File: src/hdl/pnu_pkg.sv
// shared types and constants for the polygonal number unit
// no dependencies; imported by the top level, the divide stage, the checker and the testbench
`default_nettype none

package pnu_pkg;

  // fixed widths of the register and of the item fields
  localparam int SIDES_W = 16;
  localparam int DEN_W   = SIDES_W + 1;
  localparam int FIELD_W = 64;

  localparam logic [SIDES_W-1:0] SIDES_MIN   = 16'd3;
  localparam logic [SIDES_W-1:0] SIDES_RESET = 16'd3;

  // command code for value to index
  localparam logic CMD_INV = 1'b1;

  typedef enum logic [1:0] {
    ST_OK       = 2'd0,
    ST_NOT_POLY = 2'd1,
    ST_OVERFLOW = 2'd2
  } status_t;

  // per-item control bits that ride along the pipeline
  typedef struct packed {
    logic cmd;
    logic zero;
    logic bad;
  } item_flags_t;

endpackage

`default_nettype wire

File: src/hdl/pnu_div_stage.sv
// one quotient bit of a restoring divide by the side-derived denominator
// depends on pnu_pkg for the denominator width
`default_nettype none

module pnu_div_stage #(
  parameter int QB  = 43,
  parameter int BIT = 0
) (
  input  logic                      clk,
  input  logic                      en,
  input  logic [pnu_pkg::DEN_W-1:0] den,
  input  logic [QB-1:0]             num_in,
  input  logic [pnu_pkg::DEN_W-1:0] pr_in,
  input  logic [QB-1:0]             q_in,
  output logic [QB-1:0]             num_out,
  output logic [pnu_pkg::DEN_W-1:0] pr_out,
  output logic [QB-1:0]             q_out
);
  import pnu_pkg::*;

  logic [DEN_W:0] trial;
  logic [DEN_W:0] diff;
  logic           take;

  // bring down the next numerator bit and try to subtract
  always_comb begin
    trial = {pr_in, num_in[BIT]};
    diff  = trial - {1'b0, den};
    take  = trial >= {1'b0, den};
  end

  always_ff @(posedge clk) begin
    if (en) begin
      num_out <= num_in;
      pr_out  <= take ? diff[DEN_W-1:0] : trial[DEN_W-1:0];
      q_out   <= {q_in[QB-2:0], take};
    end
  end

endmodule

`default_nettype wire

File: config.mk
export PLATFORM = sky130hd
export DESIGN_NAME = pnu_div_stage
export DESIGN_NICKNAME = d
export VERILOG_FILES = /design/src/hdl/pnu_pkg.sv /design/src/hdl/pnu_div_stage.sv
export SDC_FILE = /design/constraint.sdc
export NUM_CORES = 1
export LEC_CHECK = 0
export ABC_AREA = 1
export BUFFER_PORTS_ARGS = -buffer_cell sky130_fd_sc_hd__buf_2
export CORE_UTILIZATION = 40
export CTS_CLUSTER_DIAMETER = 80
export DETAILED_ROUTE_END_ITERATION = 10
export GPL_TIMING_DRIVEN = 0
export PLACE_DENSITY = 0.71
export RECOVER_POWER = 50
export SLEW_MARGIN = 20
export SYNTH_ARGS = -nofsm -noshare
export SYNTH_HDL_FRONTEND = slang
export SYNTH_SLANG_ARGS = --single-unit
File: constraint.sdc
create_clock -name clk -period 3.2 [get_ports clk]
set_input_delay 0.32 -clock clk [delete_from_list [all_inputs] [get_ports clk]]
set_output_delay 0.32 -clock clk [all_outputs]
set_load 0.02 [all_outputs]
Yosys cells after proc, flatten, opt, wreduce, memory -nomap -nowiden
Cells that the tools add are included.

Flip-flop bits (word level): 103. RAM bits: 0. Latch bits: 0. Memories: 0. Output and inout bits: 103. Memory bits (read-only): 0. Word-level logic and storage cells: 6. Input port bits: 122.

Shifts and indexed selects: 0. Multiplexer cells: 1. $add $sub $neg: 1. Order comparisons: 1. Equality and inequality tests: 0. Multiply operators: 0. Divide/modulo/power cells: 0. Reduce and logical (&&, ||, !) cells: 0. Bitwise logic cells: 0.

Operators with widths (number): 18-bit by 17-bit greater-or-equal comparator with 1-bit output (1); 17-bit two-way mux (1); 17-bit subtractor (1).

Longest topological paths before layout
Depth after elaboration: 2. Depth in mapped cells: 14. Gate-level depth less buffers: 14.

Least setup slack after synthesis
Ideal clock, no wire load.

Kind: in2reg. Start: input port den[13] (netlist bit). End: register pr_out[4] (netlist bit) (data pin). Required time: 2.948 ns. Data arrival time: 1.659 ns. Cell stages on the path: 11. Library setup time: 0.252 ns. Setup slack: 1.290 ns. Path buffers: 1. Path through: inv_1 ha_1 nand2_2 inv_2 nand2_4 a21oi_2 nor3_4 nand2_4 buf_12 nand2_4 nand2_2.

Cells in the longest elaborated chain, start to end: 2.

RTL lines: start: declaration (line pnu_div_stage.sv:11) `input logic [pnu_pkg::DEN_W-1:0] den,`; 18-bit by 17-bit greater-or-equal comparator with 1-bit output (line pnu_div_stage.sv:29) `take = trial >= {1'b0, den};`; net take (line pnu_div_stage.sv:23) `logic take;`; 17-bit two-way mux (line pnu_div_stage.sv:35) `pr_out <= take ? diff[DEN_W-1:0] : trial[DEN_W-1:0];`; end signal: assignment (line pnu_div_stage.sv:35); end: declaration (line pnu_div_stage.sv:16) `output logic [pnu_pkg::DEN_W-1:0] pr_out,`.

The timed path passes the listed nets, and every way through them passes these cells. A chain may end at the register's enable or synchronous reset.

Worst setup path after layout
Start: input port den[11] (netlist bit). End: register pr_out[10] (netlist bit) (data pin).

The elaborated chain is that of the path after synthesis.

==> flow_summary.yaml <==
grt:
  grt.total_usage_pct: 18.45
  antenna_found_initial: 0
  overflow: 0
  grt_pass1_vias: 3392
  grt_max_degree: 60
  grt_first_pass_wirelength_microns: 17220
floorplan:
  fp.dieH_microns: 110.6
  core_sq_um: 11470
  ios: 225
  num_rows: 39
  die_area_sq_um: 12230
  die_x_microns: 110.6
  start_util_pct: 41.15
min_path:
  hold_path_class: "in2reg"
drt:
  drc: 0
  drt_iter0_markers: 210
  via_per_inst: 4.546
  wl_microns: 11100
  ant_nets: 0
  first_pass_iters: 4
  dr_total_vias: 3578
  avgRoutedWirePerCell_microns: 14.10
logic_synthesis:
  synth.cell_area_sq_um: 4718
  synth_top_area_share_pct: 65.55
  synth_area_leader_cell: "edfxtp_1"
  synthCells: 404
  synth_top_cells_by_area: "edfxtp_1 (66%), nand2_1 (8.5%), inv_1 (5.1%)"
  yosys_warnings: 0
  synth_seq_cells: 103
  ys_types: 26
  synthesis.nets: 544
  ys_seq_area_share_pct: 65.55
  syn_avg_cell_area_sq_um: 11.68
cells_and_area:
  fin_area_sq_um: 6350
  utilization_pct: 55.37
  syn_to_final_growth_pct: 34.58
  fillers: 1001
  fin_nets: 779
  antenna_cells: 0
  finalNonFillerCells: 787
  drive_gt1_share_pct: 44.88
timing:
  tightest_slew_ns: 1.416
  totalNegativeSetupSlack_ns: 0
  grt_setup_unrepaired: "false"
  worst_slack_ns: 1.263
  relSlewSlack_pct: 5.598
  fin_crit_sh_pct: 60.53
  finalHoldViolations: 0
  period_minus_slack_ns: 1.937
  slew_viol_final: 0
  fmax_mhz: 516.3
  hold_slack_ns: 0.1407
  final-setup-viol-count: 0
pwr:
  leakage_nw: 3.154
  totalPowerFinal_mw: 3.550
  vdd_drop_max_mv: 0.4496
  power_density_nw_per_um2: 559.1
cts:
  clock_sinks: 103
  cts_tree: "yes"
  post_cts_resized: 0
  clock-root-buffer: "clkbuf_16"
  clk_pin_slew_ns: 0.07
  ctsLongestPathBuffers: 2
  htreeDepth: 3
  ctsHoldBuffers: 0
  cts_inserted_buffers: 9
  postCtsSetupBuffers: 0
setup_path:
  cp-start-kind: "primary input"
  cpMaxStageDelayCell: "nor3_4"
  cpPeakStageDelay_ns: 0.41
  crit_family: "simple AND/OR/NAND/NOR gates"
  crit_fanout: 10
  worstPathRequired_ns: 3.30
  endpoint_kind: "flip-flop"
  crit_chain: "buf_2, inv_1, ha_1, nand2_1, nand2_2, nand2_4, a21oi_2, nor3_4, nand2_4, buf_12, nand2_4, nand2_2"
  worstSetupPathType: "in2reg"
  cpMostUsedCell: "nand2_4"
  path_buf_inv: 3
  crit_arrival_ns: 2.04
placement:
  globalplace.congestion: 0.9073
  place_area_sq_um: 6047
  dp_slack_ns: 0.8890
  port_buffers: 223
  dp_cells: 771
  post-dp-hpwl_microns: 8718
outcome:
  outcome: "completed"
run:
  drv_cap: 0
[area by class of cell]
| type | count | area (sq um) | area share, % |
|---|---|---|---|
| sequential | 103 | 3093 | 48.71 |
| multi-input combinational | 228 | 1323 | 20.83 |
| timing repair buffer | 224 | 1125 | 17.71 |
| inverter | 69 | 259.0 | 4.079 |
| clock buffer | 9 | 225.2 | 3.547 |
| tap | 143 | 178.9 | 2.818 |
| clock inverter | 7 | 102.6 | 1.616 |
| buffer | 4 | 43.79 | 0.6897 |
[power breakdown]
part / internal (mW) / switching, mW
registers: 1.63 / 0.0287
clock network: 0.695 / 0.495
logic: 0.248 / 0.454
[synth_stat cells]
| library cell | count |
|---|---|
| edfxtp_1 | 103 |
| nand2_2 | 17 |
| buf_6 | 1 |
| inv_2 | 4 |
| ha_1 | 17 |
| a21oi_2 | 2 |
| o21ai_2 | 1 |
| nor3_2 | 1 |
| nor3_4 | 1 |
| buf_2 | 1 |
| inv_1 | 64 |
| nand2_4 | 12 |
| nor2_1 | 8 |
| buf_12 | 1 |
| nor3_1 | 2 |
| nand3_2 | 4 |
| fa_1 | 1 |
| nor2_2 | 5 |
| clkinv_1 | 1 |
| buf_4 | 1 |
| a21oi_1 | 9 |
| xor2_1 | 7 |
| nand2_1 | 107 |
| nand3_1 | 29 |
| and2_1 | 1 |
| nand4_1 | 4 |
[layer usage]
metal / global-route usage (%) / wire, microns / part of all wire (%) / up-vias
li1: - / - / - / 1809
met1: 21.43 / 4476 / 40 / 1634
met2: 33.13 / 5755 / 52 / 125
met3: 4.555 / 729 / 6.6 / 10
met4: 6.044 / 136 / 1.2 / 0
met5: 0 / 0 / 0 / -
[cells in the final DEF, fill, tap and decap left out, types with 5 or more instances in the layout]
master	synthesis	layout
clkbuf_16	0	9
nand3_1	29	29
buf_2	1	221
edfxtp_1	103	103
a21oi_1	9	9
nand2_4	12	12
nand2_2	17	17
inv_1	64	64
nor2_1	8	8
nor2_2	5	5
ha_1	17	17
nand2_1	107	107
xor2_1	7	7
[sequential cells by signal, summed over array words and instances (netlist names)]
name,count
num_out,43
q_out,43
pr_out,17
[cell families (layout without fill, tap and decap cells)]
group	count (synthesis)	after routing	synth area share, %
xor gates and xnor gates	7	7	1.299
buffers and inverters	73	313	6.417
AOI/OAI and AO/OA	12	12	1.512
and+or+nand+nor	191	191	20.29
DFF	103	103	65.55
adders and majority gates	18	18	4.932
[worst paths after layout]
| path | slack (ns) | depth (start not counted) | startpoint | endpoint |
|---|---|---|---|---|
| min | 0.14 | 1 | q_in[2] | q_out[3] |
| max | 1.26 | 12 | den[11] | pr_out[10] |
No activity file was read; power rests on OpenSTA's default activity.
