[config.mk]
export PLATFORM = sky130hd
export DESIGN_NAME = pnu_fwd_stage
export DESIGN_NICKNAME = d
export VERILOG_FILES = /design/src/hdl/pnu_fwd_stage.sv
export SDC_FILE = /design/constraint.sdc
export NUM_CORES = 1
export LEC_CHECK = 0
export BUFFER_PORTS_ARGS = -buffer_cell sky130_fd_sc_hd__buf_2
export CAP_MARGIN = 20
export CORE_MARGIN = 2
export CORE_UTILIZATION = 34
export DETAILED_ROUTE_END_ITERATION = 12
export MAX_ROUTING_LAYER = met4
export SLEW_MARGIN = 20
export SYNTH_ARGS = -nofsm -noshare
export SYNTH_HDL_FRONTEND = slang
export SYNTH_SLANG_ARGS = --single-unit
[constraint.sdc]
create_clock -name clk -period 8.21 [get_ports clk]
set_clock_uncertainty 0.1 [all_clocks]
set_input_delay 0.821 -clock clk [delete_from_list [all_inputs] [get_ports clk]]
set_output_delay 0.821 -clock clk [all_outputs]
set_load 0.02 [all_outputs]
[src/hdl/pnu_fwd_stage.sv]
// one shift-add step of the forward product acc * n with a sticky overflow
// standalone stage, no package use
`default_nettype none

module pnu_fwd_stage #(
  parameter int W   = 64,
  parameter int AW  = 81,
  parameter int BIT = 0
) (
  input  logic          clk,
  input  logic          en,
  input  logic [AW-1:0] acc_in,
  input  logic [W-1:0]  n_in,
  input  logic [W+1:0]  sum_in,
  input  logic          ovf_in,
  output logic [AW-1:0] acc_out,
  output logic [W-1:0]  n_out,
  output logic [W+1:0]  sum_out,
  output logic          ovf_out
);

  logic [AW-1:0] hi;
  logic          term_big;
  logic [W+1:0]  term;
  logic [W+1:0]  sum_next;

  // partial product for this bit of n; anything at or above bit W+1 overflows
  always_comb begin
    hi       = acc_in >> (W + 1 - BIT);
    term_big = n_in[BIT] && (hi != '0);
    term     = n_in[BIT] ? (W+2)'(acc_in << BIT) : '0;
    sum_next = sum_in + term;
  end

  always_ff @(posedge clk) begin
    if (en) begin
      acc_out <= acc_in;
      n_out   <= n_in;
      sum_out <= sum_next;
      ovf_out <= ovf_in | term_big | sum_next[W+1];
    end
  end

endmodule

`default_nettype wire

# After elaboration in Yosys (flattened, before gate mapping)

Index checks and enable logic that the tools add are counted.

$add $sub $neg: 1
Multiplexer cells: 1
Bitwise operators: 2
Reduce and logical (&&, ||, !) cells: 2

Operators by type and width:

| operator            | count |
|---|---|
| 81-bit nonzero test | 1 |
| 66-bit adder        | 1 |
| 66-bit two-way mux  | 1 |
| 1-bit bitwise OR    | 2 |
| 1-bit logical AND   | 1 |

Register bits after elaboration: 212
Bits of input ports: 214
Output and inout bits: 212
Word-level logic and storage cells: 10

# Longest topological paths before layout

Gate-level depths: netlist of the first run.

Depth in word-level cells: 4
Mapped depth: 15

# Worst setup path before layout of the first run

No wires, ideal clock.

Path type: input -> register
Start point: input n_in[0]
End point: register sum_out[62], data pin
Library setup time: 0.265 ns
Arrival: 3.556 ns
Data required time: 7.845 ns
Slack: 4.289 ns
Stages: 15
Cell sequence: clkbuf_1 clkbuf_1 and2_1 ha_1 inv_1 fa_1 nand2b_1 a21oi_1 o2111ai_2 a31oi_4 o21ai_2 o41ai_2 a31oi_1 a41oi_2 xor2_1

Cells in the longest elaborated chain, start to end: 2

Ends and longest elaborated chain:

| what                 | RTL line | source |
|---|---|---|
| from (decl)          | 13       | `input logic [W-1:0] n_in,` |
| 66-bit two-way mux   | 31       | `term = n_in[BIT] ? (W+2)'(acc_in << BIT) : '0;` |
| 66-bit adder         | 32       | `sum_next = sum_in + term;` |
| net sum_next[62]     | 25       | `logic [W+1:0] sum_next;` |
| to (signal assigned) | 39       | `sum_out <= sum_next;` |
| to (decl)            | 18       | `output logic [W+1:0] sum_out,` |

The timed path passes the listed nets, and every way through them passes these cells.
A chain may end at the register's enable or synchronous reset.

# Final worst setup path of the first run

Start point: input n_in[0]
End point: register sum_out[48], data pin

Same word-level chain as after synthesis.

==> results of run 1 <==
==> sequential cells by signal, summed over array words and instances, names as in the netlist <==
signal and flops:
n_out 64, ovf_out 1, sum_out 66, acc_out 81
==> where the power goes <==
part | internal [W] | total [W] | leakage, nW | switching (W)
Sequential | 0.00133 | 0.00135 | 2.08 | 0.0000274
Combinational | 0.000233 | 0.000660 | 3.74 | 0.000427
Clock | 0.000687 | 0.00113 | 0.409 | 0.000448
Total | 0.00225 | 0.00315 | 6.23 | 0.000902
==> Yosys cell counts (all sizes together) (8+ instances only) <==
master,instances,area (sq um)
a21o,37,278
a21oi,87,435
a31oi,9,71.3
and2,69,432
clkbuf,26,100
edfxtp,212,6370
ha,65,813
inv,23,86.3
nand2,58,220
nand2b,8,50.1
nand3,15,75.1
nand4,24,150
nor2,44,165
nor3,9,45.0
nor4,10,62.6
o21ai,45,229
o21bai,11,82.6
xnor2,40,350
xor2,24,210
==> cell families (layout without fill, tap and decap cells) <==
family                     count (synthesis)  in the layout  synth area share, %
other                                      0              4                    0
buffers and inverters                     52            497                 1.87
and+or+nand+nor                          259            259                 12.5
adders and majority gates                 66             66                 7.72
DFF                                      212            212                 59.0
AOI/OAI and AO/OA                        233            233                 13.8
xor gates and xnor gates                  64             64                 5.19
==> worst min-delay path by stage <==
stage	endpoint	slack (ns)	depth (start not counted)
4_1_cts	n_out[1]	0.33	1
6_report	n_out[33]	0.36	1
5_1_grt	n_out[43]	0.34	1
3_3_place_gp	n_out[58]	0.90	1
3_5_place_dp	n_out[43]	0.90	1
2_1_floorplan	acc_out[0]	0.82	0
==> per-layer routing <==
metal	wire, um	share of wire, %
met3	2270	7.1
met1	13200	41
met2	15700	49
met5	0	0
met4	938	2.9
==> final cells by class <==
type,instances,area (sq um)
well taps,402,503
fillers,3023,17200
diodes,4,10.0
clock buffers,29,641
flip-flops and latches,212,6370
repair buffers,428,2160
inverters,23,86.3
clock inverters,17,198
multi-input cells,622,4230
==> placed cells by master (no fill, tap or decap), types with 5 or more instances in the layout <==
master and instances:
nand2_1 57, o21ai_0 40, o21a_1 5, edfxtp_1 212, a211oi_1 6, nor2b_1 5, nand4_1 24, ha_1 65
a21o_1 37, and3_1 5, nor3_1 9, buf_2 424, xor2_1 24, nand2b_1 8, nor4_1 10, o211ai_1 7
a31oi_1 8, o21bai_1 11, xnor2_1 40, clkbuf_16 25, nand3_1 15, nor2_1 44, inv_1 23, and2_1 69
a21oi_1 87
==> through the flow <==
stage,hold WS (ns),std cells,area [sq um]
finish,0.365,1737,14200
global route,0.341,1737,14200
CTS,0.334,1733,14200
detailed placement,0.899,1687,13300
global placement,0.898,1687,13300
floorplan,0.820,886,10800
==> impl_metrics.csv, run 1 <==
group,metric,value,unit
sta,fin_tns_setup,0,ns
route,via_per_inst,4.99,
sta,finalSetupViolCount,0,
floorplanning,die_w,182,um
synthesis,ys_ff_latch,212,
layout,final_core_util,45.2,%
global_routing,met1_usage,23.2,%
power,power_density,222,nW/um^2
synthesis,synthCells,886,
route,drcViolationCount,0,
sta,hold_viol,0,
sta,drv_slew,0,
power,p_leak,6.23,nW
sta,fin_crit_sh,49.2,%
global_routing,grt_max_degree,96,
synthesis,ys_types,57,
route,ant_nets,0,
synthesis,synth-edff-count,212,
setup_path,worstPathCellList,"buf_2 > buf_4 > and2_1 > ha_1 > inv_1 > fa_1 > nand2b_1 > a21oi_1 > o2111ai_2 > o221ai_1 > o31a_1 > nor3_1 > nor2_1 > a21oi_1 > xnor2_1",
clocking,clk_pin_slew,0.06,ns
global_routing,use_met3,3.79,%
power,power,0.00315,W
sta,post-route-min-period,4.04,ns
global_routing,gr-total-overflow,0,
clocking,cts_setup_buffers,0,
global_routing,grt_util_met2,32.6,%
route,dr_total_vias,8662,
global_routing,top_usage_layer,"met2",
setup_path,crit_end,"sum_out[48]",
setup_path,critPathBufInv,3,
setup_path,slowest_delay,0.54,ns
setup_path,slowest_stage,"o221ai_1",
sta,setup_ws,4.17,ns
setup_path,worstPathRequired,8.38,ns
placement,place_hpwl,25.1,mm
outcome,status,"completed",
clocking,cts_tree,"built",
floorplanning,fp.dieArea,33200,sq um
global_routing,gr-usage-all-layers,19.3,%
setup_path,critPathLaunch,"n_in[0]",
layout,syn2layout_area_growth,31.5,%
layout,layout.nets,1592,
setup_path,criticalPathCategory,"in -> reg",
worst_hold_path,min_from,"n_in[33]",
synthesis,synth_area,10800,sq um
worst_hold_path,hp-class,"in -> reg",
synthesis,avgSynthCellArea,12.2,sq um
global_routing,grt_pass1_vias,8685,
placement,dp_slack,3.56,ns
floorplanning,pin_count,426,
synthesis,yosysSeqAreaShare,59.0,%
job,cap_violations,0,
floorplanning,die_h,182,um
floorplanning,std_cell_rows,65,
setup_path,critPathCaptureType,"register",
floorplanning,start_util,34.4,%
sta,slew_headroom,40.4,%
clocking,cts-root-buf,"clkbuf_16",
setup_path,critPathMaxFanout,68,
clocking,cts_buffer_depth,3,
synthesis,yosysWarnings,0,
route,routedWlPerCell,18.5,um
placement,gp_congestion,0.880,
synthesis,syn_nets,1166,
clocking,h-tree-depth,1,
setup_path,critPathArrivalTime,4.21,ns
clocking,cts.sinks,212,
global_routing,antenna_found_initial,6,
setup_path,path_common_cell,"a21oi_1",
placement,io_buffers,425,
clocking,cts_resized,0,
clocking,numCtsBuffers,25,
power,vdd_drop_max,0.156,mV
layout,drive_gt1_share,35.8,%
route,first_pass_iters,5,
clocking,hold_buffers,0,
setup_path,path_depth,15,
setup_path,startpoint_type,"primary input",
setup_path,cpLargestDelayFamily,"compound AO/OA/AOI/OAI gates",
synthesis,synthArstFlopShare,0,%
sta,fmax,247,MHz
route,totalWireLength,32.0,mm
synthesis,synth_top_flop_cell,"edfxtp_1",
floorplanning,coreArea,31400,sq um
route,drt-initial-drc-count,498,
sta,rsz0062_at_grt,"false",
sta,worst_pin_slew,0.894,ns
global_routing,grt_pass1_wl,48.7,mm
Power figures use the tool's default switching activity.
==> run 2, diff against run 1 <==
Clock period 8.21 ns to 4.1 ns, I/O delays scaled along.
==> run 2 against run 1 <==
  * Power is 100% higher
  * Highest routed layer unchanged
  * Sequential share of layout area is 4.0 points lower
  * First-iteration DRC count is 8.0% higher
  * Critical endpoint is now sum_out[59]
  * Critical path type unchanged
  * Largest power group unchanged
==> impl_metrics.csv, run 2 (synthesized netlist as in run 1, its figures left out) <==
group,metric,value,unit
outcome,status,"completed",
sta,finalSetupViolCount,0,
placement,gp_congestion,0.864,
clocking,cts_buffer_depth,3,
sta,slew_headroom,46.9,%
power,p_leak,6.81,nW
layout,max_flop_register,"acc_out",
worst_hold_path,hp-class,"in -> reg",
power,power_density,406,nW/um^2
layout,multi_input_area,4230,sq um
clocking,cts_resized,0,
route,first_pass_iters,5,
power,p_int,0.00452,W
floorplanning,start_util,34.4,%
sta,worst_pin_slew,0.796,ns
layout,mostFrequentLayoutCells,"buf_2 (424), edfxtp_1 (212), dlygate4sd3_1 (137)",
global_routing,grt_max_degree,96,
setup_path,critPathCaptureType,"register",
layout,drive_gt1_share,32.6,%
placement,dp_cells,1694,
layout,fillers,2812,
clocking,cts-root-buf,"clkbuf_16",
sta,post-route-min-period,3.85,ns
sta,fmax,260,MHz
setup_path,worstPathCellList,"dlygate4sd3_1 > buf_2 > and2_1 > ha_1 > a21oi_1 > o21ai_1 > a41oi_1 > nand2_1 > o21ai_0 > buf_4 > a211oi_1 > buf_4 > o21ai_0 > a311o_1 > o2111ai_1",
layout,reg_top3,"acc_out: 81 flops, sum_out: 66 flops, n_out: 64 flops",
sta,rsz0062_at_grt,"false",
setup_path,cpLargestDelayFamily,"compound AO/OA/AOI/OAI gates",
clocking,cts.sinks,212,
layout,post-route-cell-area,15600,sq um
route,routedWlPerCell,18.0,um
setup_path,critPathBufInv,4,
route,totalWireLength,33.9,mm
sta,hold_viol,0,
global_routing,gr-total-overflow,0,
setup_path,startpoint_type,"primary input",
setup_path,critPathArrivalTime,3.99,ns
global_routing,grt_pass1_wl,51.0,mm
power,pwr-share-clk,34.3,%
floorplanning,coreArea,31400,sq um
power,p_comb_share,22.8,%
sta,drv_slew,0,
placement,io_buffers,425,
global_routing,antenna_found_initial,5,
floorplanning,pin_count,426,
route,drt-initial-drc-count,538,
clocking,cts_tree,"built",
layout,final_core_util,49.7,%
floorplanning,die_h,182,um
setup_path,worstPathRequired,4.24,ns
layout,layout.nets,1736,
placement,place_hpwl,25.1,mm
power,vdd_drop_max,0.301,mV
floorplanning,std_cell_rows,65,
setup_path,critPathMaxFanout,7,
job,cap_violations,0,
clocking,numCtsBuffers,25,
power,p_sw_share,28.5,%
route,drcViolationCount,0,
sta,fin_crit_sh,93.8,%
layout,fin_cells,1878,
setup_path,slowest_stage,"dlygate4sd3_1",
setup_path,slowest_delay,0.54,ns
global_routing,gr-usage-all-layers,20.1,%
clocking,h-tree-depth,1,
sta,fin_tns_setup,0,ns
setup_path,criticalPathCategory,"in -> reg",
placement,place_area,13400,sq um
worst_hold_path,hold_depth,1,
clocking,clk_pin_slew,0.06,ns
floorplanning,fp.dieArea,33200,sq um
power,seq_power_share,42.9,%
setup_path,critPathLaunch,"acc_in[6]",
layout,final_common_cell,"buf_2",
global_routing,grt_pass1_vias,9284,
worst_hold_path,min_from,"acc_in[60]",
floorplanning,die_w,182,um
layout,seqCellArea,6370,sq um
power,p_sw,0.00180,W
route,ant_nets,0,
setup_path,path_depth,15,
layout,largest_register_ffs,81,
route,via_per_inst,4.90,
route,dr_total_vias,9211,
layout,syn2layout_area_growth,44.4,%
## run 2: final timing paths
path                      end  slack [ns]
setup / recovery  sum_out[59]        0.25
hold / removal    acc_out[60]        0.03
## run 2: per-stage QoR
| step | setup slack (ns) | power (W) | hold slack, ns |
|---|---|---|---|
| 2_1_floorplan | 0.590 | 0.00355 | 0.409 |
| 3_3_place_gp | 0.115 | 0.00409 | 0.487 |
| 3_5_place_dp | 0.0468 | 0.00409 | 0.488 |
| 4_1_cts | 0.350 | 0.00640 | 0.00742 |
| 5_1_grt | 0.0685 | 0.00661 | 0.0141 |
| 6_report | 0.253 | 0.00632 | 0.0324 |
## run 2: what timing repair did
| item | CTS | global route |
|---|---|---|
| endpoints found under the setup margin | 0 | 0 |
| hold endpoints to repair | 137 | 0 |
| buffers inserted | 0 | 0 |
| hold buffers | 137 | 0 |
## run 2: per-layer routing
metal	vias to the layer above	global-route usage (%)	routed length, um
met5	-	-	0
met4	0	6.84	1130
met3	53	3.85	2150
met2	356	34.7	16900
met1	4309	23.6	13700
li1	4493	-	-
## run 2: layout make-up
class | instances | area share, %
clock inverter | 11 | 0.875
timing repair buffer | 572 | 23.1
inverter | 23 | 0.554
clock buffer | 32 | 4.18
antenna | 4 | 0.0642
multi-input combinational | 622 | 27.1
sequential | 212 | 40.8
tap | 402 | 3.23
## run 2: power by group through the flow
stage / Sequential (W) / Clock [W] / Combinational [W]
2_1_floorplan: 0.00305 / 0 / 0.000498
5_1_grt: 0.00273 / 0.00232 / 0.00155
3_5_place_dp: 0.00275 / 0 / 0.00134
4_1_cts: 0.00271 / 0.00224 / 0.00144
3_3_place_gp: 0.00275 / 0 / 0.00133
6_report: 0.00271 / 0.00217 / 0.00144
