**src/hdl/pnu_root_stage.sv**
```systemverilog
// one bit of a restoring integer square root, remainder kept as d - r*r
// standalone stage, no package use
`default_nettype none

module pnu_root_stage #(
  parameter int RB  = 42,
  parameter int RW  = 85,
  parameter int BIT = 0
) (
  input  logic          clk,
  input  logic          en,
  input  logic [RB-1:0] root_in,
  input  logic [RW-1:0] rem_in,
  output logic [RB-1:0] root_out,
  output logic [RW-1:0] rem_out
);

  logic [RW-1:0] trial;
  logic          take;

  // (r + 2^b)^2 - r^2 = r*2^(b+1) + 2^(2b)
  always_comb begin
    trial = (RW'(root_in) << (BIT + 1)) + (RW'(1) << (2 * BIT));
    take  = rem_in >= trial;
  end

  always_ff @(posedge clk) begin
    if (en) begin
      root_out <= take ? (root_in | (RB'(1) << BIT)) : root_in;
      rem_out  <= take ? (rem_in - trial) : rem_in;
    end
  end

endmodule

`default_nettype wire

```
**config.mk**
```make
export PLATFORM = sky130hd
export DESIGN_NAME = pnu_root_stage
export DESIGN_NICKNAME = d
export VERILOG_FILES = /design/src/hdl/pnu_root_stage.sv
export SDC_FILE = /design/constraint.sdc
export NUM_CORES = 1
export LEC_CHECK = 0
export BUFFER_PORTS_ARGS = -buffer_cell sky130_fd_sc_hd__clkbuf_2
export CORE_UTILIZATION = 57
export DETAILED_ROUTE_END_ITERATION = 7
export PLACE_DENSITY = 0.95
export SETUP_SLACK_MARGIN = 0.05
export SYNTH_ARGS = -nofsm -noshare
export SYNTH_HDL_FRONTEND = slang
export SYNTH_SLANG_ARGS = --single-unit
```
**constraint.sdc**
```tcl
create_clock -name clk -period 10.9 [get_ports clk]
set_input_delay 2.18 -clock clk [delete_from_list [all_inputs] [get_ports clk]]
set_output_delay 2.18 -clock clk [all_outputs]
set_load 0.1 [all_outputs]
```
Word level (Yosys, flattened, before mapping)
Cells that the tools add are included.
{ "op_classes": {"addsub": 2, "order_cmp": 1, "muxes": 1} }
{ "ops": {"columns": ["cell", "n"], "rows": [
  ["$ge A85 B44 Y1", 1],
  ["$mux W85", 1],
  ["$sub A85 B44 Y85", 1],
  ["$add A43 B1 Y44 const B", 1]
]} }
{ "word_totals": {"regBits": 127, "out_inout_bits": 127, "elab_cells": 7} }

Depth between registers and ports, before layout
Gate-level depths: netlist of run 1.
{ "logic_depth": {"ltp_word": 3, "depth_mapped": 13, "depth_no_buf": 11} }

Worst setup path before layout of run 1
No wires, ideal clock.
{ "synth_path": {"path_type": "input to register", "start": "in rem_in[70]", "end": "reg rem_out[66], data pin", "arrival_time_ns": 5.097, "required_time_ns": 10.634, "path_slack_ns": 5.537, "stages": 10, "n_path_buf": 2, "cell_sequence": "or4_4 -> or4_1 -> clkbuf_2 -> or4_4 -> o211ai_2 -> nor3_2 -> buf_6 -> or4_4 -> nor3_1 -> xor2_1"} }
{ "synth_between": {"elab_chain_len": 2} }
{ "synth_lines": {"columns": ["item", "line_no", "source"], "rows": [
  ["from (decl)", "13", "input logic [RW-1:0] rem_in,"],
  ["$ge A85 B44 Y1", "24", "take = rem_in >= trial;"],
  ["$mux W85", "30", "rem_out <= take ? (rem_in - trial) : rem_in;"],
  ["to (signal assigned)", "30", null],
  ["to (decl)", "15", "output logic [RW-1:0] rem_out"]
]} }
No other way between the ends.
A chain may end at the register's enable or synchronous reset.

Final worst setup path of run 1
{ "layout_path": {"start": "in root_in[3]", "end": "reg rem_out[72], data pin"} }
{ "layout_between": {"elab_chain_len": 3} }
{ "layout_lines": {"columns": ["item", "line_no", "source"], "rows": [
  ["from (decl)", "12", "input logic [RB-1:0] root_in,"],
  ["$add A43 B1 Y44 (*)", "23", "trial = (RW'(root_in) << (BIT + 1)) + (RW'(1) << (2 * BIT));"],
  ["$sub A85 B44 Y85 / $ge A85 B44 Y1 (equally long branches)", "30, 24", null],
  ["$mux W85 (*)", "30", null]
]} }
Every way passes the cells marked *; elsewhere a longest branch is shown, timed or not.

==> flow_summary.toml, run 1 <==
[timing]
timing.hold.ws_ps = 1940
tightestPinTransition_ps = 967
rsz0062_at_grt = "false"
setup_violations = 0
final.setup.tns_ps = 0
period_share_pct = 53.6
fmax_ghz = 0.171
slew_headroom_pct = 34.9
min_period_ps = 5840
hold_violations = 0
slew_viol_final = 0

[die]
ios = 256
core_area_mm2 = 0.0141
design.die.area_mm2 = 0.0152
start_util_pct = 59.3
row_count = 43
dieWidth_um = 123
fp.dieH_um = 123

[critical_path]
cpPeakStageDelay_ps = 700
startpoint = "root_in[3]"
startpoint_type = "primary input"
cp_common_cell = "a211oi_1"
critPathKind = "in2reg"
critPathMaxFanout = 93
critPathArrivalTime_ps = 6000
crit_chain = "clkbuf_2 -> inv_1 -> ha_1 -> nand3_1 -> o211ai_1 -> a211oi_1 -> a211oi_1 -> nor3_4 -> buf_4 -> or3_1 -> nor4_1 -> xor2_1"
crit_buf_inv = 3
critical_path.top_delay_family = "compound AO/OA/AOI/OAI gates"
critical_path.slowest_cell = "a211oi_1"
crit_path_end_kind = "register"
required_ps = 11060

[outcome]
status = "finished, final reports clean"

[layout]
nFillCells = 1015
nets = 1278
final_area_mm2 = 0.0102
layout_commonest_cell = "clkbuf_2"
syn_to_final_growth_pct = 22.4
layout-drive-gt1-share_pct = 27.3
antennaDiodeCount = 0
most-common-layout-cells = "254 x clkbuf_2, 127 x edfxtp_1, 91 x nand2_1, 70 x o21ai_0, 64 x a21oi_1"

[clock_network]
post_cts_buffers = 0
hold_buffers = 0
clk_pin_slew_ps = 60
cts_tree = "built"
cts_resized = 0
clock-sinks = 127
numCtsBuffers = 17
clockBufferDepth = 2
cts_root_buf = "clkbuf_16"
cts-htree-levels = 4

[global_route]
antenna_found_initial = 0
grt_first_pass_wirelength_um = 38300
first_global_vias = 7555
grt_max_degree = 94
grt_usage_pct = 33.7
grt-ovfl-total = 0

[detailed_routing]
vias_per_cell = 6.18
wl_per_cell_um = 19.5
drtIter0Drc = 867
totalWireLength_um = 25300
drtAntennaViolNets = 0
num_vias = 8028
drtPass1Iterations = 6
post-route-drc-count = 0

[yosys]
syn_area_per_cell_um2 = 9.62
synth_seq_area_share_pct = 45.6
synthArstFlopShare_pct = 0
synth_area_leader_cell = "edfxtp_1"
ys_ff_latch = 127
synth_enable_flop_cells = 127
synthTopCellsByArea = "edfxtp_1 46%, ha_1 6.4%, xor2_1 4.8%"
netlist_instances = 869
syn_nets = 1042
ys_types = 61
syn_area_mm2 = 0.00836
synth_top_cell_area_share_pct = 45.6
yosys_warnings = 0
ys.flop_type = "edfxtp_1"

[pwr]
power_uw = 1830
irDropWorstVdd_v = 0.000117
p_per_area_mw_per_mm2 = 179
leakagePower_uw = 0.00431

[place]
place_area_mm2 = 0.00972
portBuffers = 255
place_congestion = 0.991
hpwl_um = 19300

[hold_path]
hp-class = "in2reg"
worstHoldStart = "root_in[17]"

[flow_run]
drv_cap = 0
where the power goes:
group | switching [µW] | internal [µW] | leakage [µW] | total [µW]
Sequential | 16.5 | 606 | 0.00124 | 623
Clock | 214 | 284 | 0.000247 | 498
Combinational | 576 | 132 | 0.00282 | 708
Total | 806 | 1020 | 0.00431 | 1830
cells in the mapped netlist (3+ instances only):
cell       instances
nand3b_1           4
a21boi_0           5
nor4_1            17
nand4_1           28
or4_1             12
a21oi_1           64
nor2b_1            4
clkbuf_1          38
o21ai_0           70
o2111ai_1          3
xnor2_1           37
o21bai_1          13
or3_1             10
or2_2              5
nor2_1            52
nand2b_1           8
and2_1             5
or4_4              4
o211ai_1           5
nand2_1           91
a21o_1            15
ha_1              43
inv_1             58
nor3_1            25
a31oi_1            4
xor2_1            46
nand3_1           19
and3_1             4
o21a_1             5
edfxtp_1         127
a211oi_1           8
final timing paths:
path              cells past startpoint      endpoint
setup / recovery                     12   rem_out[72]
hold / removal                        1  root_out[17]
state kept, by name, summed over array words and instances (netlist names):
register  flops
rem_out      85
root_out     42
per-stage QoR:
step | instances | utilization, % | worst slack [ps]
after floorplan | 869 | - | 5540
after global placement | 1266 | 69.0 | 4910
after detailed placement | 1266 | 69.0 | 4730
after CTS | 1298 | 72.6 | 5190
after global routing | 1298 | 72.6 | 4940
final | 1298 | 72.6 | 5060
per-layer routing:
metal | vias up | routed length, µm | global-route usage [%]
met5 | - | 0 | 0
met4 | 0 | 884 | 14.5
met2 | 540 | 11800 | 55.4
met1 | 3709 | 10100 | 43.6
li1 | 3688 | - | -
met3 | 91 | 2450 | 6.41
cells by family (layout without fill, tap and decap cells):
logic type | count (synthesis) | after routing | synth area share [%]
simple gates | 298 | 298 | 18.3
fa+ha+maj | 44 | 44 | 6.68
compound gates | 217 | 217 | 15.9
mux | 2 | 2 | 0.269
flops | 127 | 127 | 45.6
buf+inv | 98 | 347 | 4.51
xor+xnor | 83 | 83 | 8.70
cell type report:
| class | instances | area (µm²) | share of cell area, % |
|---|---|---|---|
| clock inverter | 14 | 77.6 | 0.758 |
| sequential | 127 | 3810 | 37.3 |
| clock buffer | 18 | 429 | 4.19 |
| tap | 180 | 225 | 2.20 |
| timing repair buffer | 257 | 1290 | 12.6 |
| inverter | 58 | 218 | 2.13 |
| multi-input combinational | 644 | 4170 | 40.8 |
Power figures use the tool's default switching activity.
==> inputs of run 2 (changes only) <==
CORE_UTILIZATION = 48   (was 57)
PLACE_DENSITY = 0.88   (was 0.95)
clock period = 5.35 ns   (was 10.9 ns; I/O delays follow)
==> run 2 against run 1 <==
Hold slack lost 1100 ps. Combinational power is 100% higher. First-iteration DRC count rose by 1.2%. Largest power group unchanged. Highest routed layer unchanged.
==> flow_summary.toml, run 2 (synthesis results as in run 1) <==
[layout]
largest_reg_flops = 85
top_regs = "rem_out (85), root_out (42)"
most-common-layout-cells = "254 x clkbuf_2, 127 x edfxtp_1, 91 x nand2_1, 70 x o21ai_0, 64 x a21oi_1"
layout-drive-gt1-share_pct = 27.4
nets = 1281
layout_commonest_cell = "clkbuf_2"
syn_to_final_growth_pct = 24.7
regMostFlops = "rem_out"
finish.utilization_pct = 62.0
antennaDiodeCount = 0
stdcell_count = 1341

[place]
portBuffers = 255
hpwl_um = 18500
dp_cells = 1309
place_congestion = 0.948

[clock_network]
clock-sinks = 127
post_cts_buffers = 0
clk_pin_slew_ps = 60
numCtsBuffers = 17
cts_resized = 0
clockBufferDepth = 2
cts_tree = "built"
hold_buffers = 0
cts_root_buf = "clkbuf_16"
cts-htree-levels = 4

[detailed_routing]
vias_per_cell = 5.82
wl_per_cell_um = 18.0
drtAntennaViolNets = 0
totalWireLength_um = 24100
post-route-drc-count = 0
drtIter0Drc = 877
drtPass1Iterations = 5
num_vias = 7800

[timing]
tightestPinTransition_ps = 926
fmax_ghz = 0.231
slew_headroom_pct = 36.7
rsz0062_at_grt = "false"
setup_violations = 0
hold_violations = 0
min_period_ps = 4330
final.setup.tns_ps = 0
period_share_pct = 80.9
slew_viol_final = 0

[critical_path]
critPathArrivalTime_ps = 4510
required_ps = 5530
critPathKind = "in2reg"
critPathMaxFanout = 9
startpoint_type = "primary input"
startpoint = "root_in[2]"
crit_path_end_kind = "register"

[global_route]
antenna_found_initial = 0
grt_first_pass_wirelength_um = 38100
grt-ovfl-total = 0
grt_usage_pct = 27.3
first_global_vias = 7429
grt_max_degree = 89

[die]
dieWidth_um = 134
ios = 256
row_count = 47
core_area_mm2 = 0.0168
fp.dieH_um = 134
design.die.area_mm2 = 0.0179
start_util_pct = 49.7

[pwr]
power_uw = 3900
irDropWorstVdd_v = 0.000205
leakagePower_uw = 0.00438
p_per_area_mw_per_mm2 = 374

[flow_run]
drv_cap = 0

[outcome]
status = "finished, final reports clean"

[hold_path]
hp-class = "in2reg"
worstHoldStart = "root_in[6]"
-- run 2: cell count changes in the layout (fill, tap and decap cells not counted) --
cell and change:
buf_12 +2, bufinv_16 +4, buf_4 +1, clkinv_2 -4, clkinv_1 -1, clkinvlp_4 -2
clkinv_4 +1, clkbuf_1 +2
-- run 2: final cells by class --
type	count	area (µm²)
clock buffers	20	437
clock inverters	12	168
fillers	1385	6390
inverters	58	218
multi-input cells	644	4170
flip-flops and latches	127	3810
well taps	220	275
repair buffers	260	1340
-- run 2: final timing paths --
check | to | slack [ps] | depth (start not counted)
hold / removal | root_out[6] | 840 | 1
setup / recovery | rem_out[59] | 1020 | 11
-- run 2: worst max-delay path, cell delays in order --
cell and delay, ps:
clkbuf_2 100, inv_1 50, ha_1 400, nand3_1 190, o211ai_1 620, a211oi_1 230, a211oi_1 700, o31a_1 280
nand4b_2 300, or3_1 400, a22o_1 180
-- run 2: per-layer routing --
metal,GRT usage [%],share of wire (%)
met1,36.5,42
met2,42.3,45
met3,6.05,8.4
met4,12.6,4.0
met5,0,0
-- run 2: power breakdown --
group | switching, µW | internal (µW)
sequential | 29.4 | 1230
combinational | 1160 | 271
clock | 428 | 774
-- run 2: through the flow --
stage               cell area (µm²)  hold slack (ps)  setup slack, ps
floorplan                      8360             1170             1100
global placement               9820             1260              834
detailed placement             9820             1260              747
CTS                           10400              820             1120
global route                  10400              824              842
finish                        10400              835             1020
==> inputs of run 3 (changes only) <==
CORE_UTILIZATION = 53   (was 48)
PLACE_DENSITY = 0.92   (was 0.88)
clock period = 4.4 ns   (was 5.35 ns; I/O delays follow)
==> run 3 against run 2 <==
Die area shrank 9.3%. Hold slack lost 200 ps. Largest power group unchanged. Final cell count grew 1.3%. Via count grew 3.6%. Sequential power grew 22%. Non-clock buffer count grew 27. Critical path depth shrank 2.
==> flow_summary.toml, run 3 (synthesis results as in run 1) <==
[outcome]
status = "finished, final reports clean"

[clock_network]
clock-sinks = 127
cts-htree-levels = 4
post_cts_buffers = 0
cts_tree = "built"
cts_resized = 0
clk_pin_slew_ps = 60
cts_root_buf = "clkbuf_16"
hold_buffers = 0
numCtsBuffers = 17
clockBufferDepth = 2

[critical_path]
startpoint_type = "primary input"
critPathArrivalTime_ps = 4030
crit_path_end_kind = "register"
cpPeakStageDelay_ps = 570
cp_common_cell = "or4_4"
critPathKind = "in2reg"
critPathMaxFanout = 7
crit_chain = "clkbuf_2 -> or4_4 -> or4_1 -> or4_4 -> o211ai_2 -> nor3_4 -> or3_1 -> nor4_1 -> xor2_1"
required_ps = 4560
critical_path.slowest_cell = "or4_4"

[layout]
most-common-layout-cells = "254 x clkbuf_2, 127 x edfxtp_1, 91 x nand2_1, 70 x o21ai_0, 64 x a21oi_1"
top_regs = "rem_out (85), root_out (42)"
finish.utilization_pct = 69.2
nets = 1308
antennaDiodeCount = 0
largest_reg_flops = 85
nFillCells = 1202
layout-drive-gt1-share_pct = 29.1
regMostFlops = "rem_out"
syn_to_final_growth_pct = 26.7
final_area_mm2 = 0.0106
layout_commonest_cell = "clkbuf_2"

[detailed_routing]
totalWireLength_um = 25100
wl_per_cell_um = 18.5
vias_per_cell = 5.95
drtPass1Iterations = 5
drtAntennaViolNets = 0
post-route-drc-count = 0
num_vias = 8080
drtIter0Drc = 787

[global_route]
grt_usage_pct = 31.3
grt-ovfl-total = 0
first_global_vias = 7644
grt_first_pass_wirelength_um = 39000
grt_max_degree = 89
antenna_found_initial = 0

[pwr]
clkPwrFrac_pct = 29.7
p_per_area_mw_per_mm2 = 446
seq_power_share_pct = 32.6
leakagePower_uw = 0.00449
p_comb_share_pct = 37.7
p_sw_share_pct = 42.2
switching_power_uw = 2000
power_uw = 4730
irDropWorstVdd_v = 0.000285
internal_power_uw = 2730

[timing]
slew_headroom_pct = 40.8
rsz0062_at_grt = "false"
timing.hold.ws_ps = 638
slew_viol_final = 0
hold_violations = 0
fmax_ghz = 0.258
period_share_pct = 88.0
setup_violations = 0
final.setup.tns_ps = 0
tightestPinTransition_ps = 888
min_period_ps = 3870

[place]
portBuffers = 255
place_congestion = 0.964
place_area_mm2 = 0.0100
hpwl_um = 19200

[die]
fp.dieH_um = 128
ios = 256
core_area_mm2 = 0.0153
row_count = 45
dieWidth_um = 128
design.die.area_mm2 = 0.0163
start_util_pct = 54.6

[flow_run]
drv_cap = 0

[hold_path]
worstHoldPathCells = 1
hp-class = "in2reg"
run 3: cell count changes in the layout (fill, tap and decap cells not counted):
cell	delta
buf_4	+27
bufinv_16	-1
clkbuf_1	-1
clkinvlp_4	+1
run 3: routing by layer:
layer	track usage, %	up-vias	share of wire, %
met5	0	-	0
met4	13.1	0	3.3
met3	6.66	84	8.7
met2	50.5	490	47
met1	41.0	3756	41
li1	-	3750	-
run 3: path summary, 6_finish.rpt:
path              slack (ps)         from      endpoint
setup / recovery         530   rem_in[70]   rem_out[72]
hold / removal           640  root_in[24]  root_out[24]
run 3: final cells by class:
class,count,area (µm²),area share (%)
Multi-Input combinational cell,644,4170,39.4
Clock inverter,12,145,1.37
Tap cell,211,264,2.49
Sequential cell,127,3810,36.0
Inverter,58,218,2.06
Timing Repair Buffer,287,1540,14.6
Clock buffer,19,433,4.09
run 3: power by group through the flow:
stage / clock (µW) / combinational, µW / sequential [µW]
2_1_floorplan: 0 / 415 / 2520
3_3_place_gp: 0 / 1740 / 1560
3_5_place_dp: 0 / 1750 / 1560
4_1_cts: 1410 / 1770 / 1540
5_1_grt: 1470 / 1860 / 1550
6_report: 1400 / 1780 / 1540
run 3: stage by stage:
stage / instances / worst slack, ps
2_1_floorplan: 869 / 337
3_3_place_gp: 1327 / 233
3_5_place_dp: 1327 / 122
4_1_cts: 1358 / 553
5_1_grt: 1358 / 432
6_report: 1358 / 528
run 3: worst max-delay path, delay by kind of cell:
kind / cells / cell delay [ps]
simple gates: 6 / 2650
compound gates: 1 / 270
xor+xnor: 1 / 120
buf+inv: 1 / 110
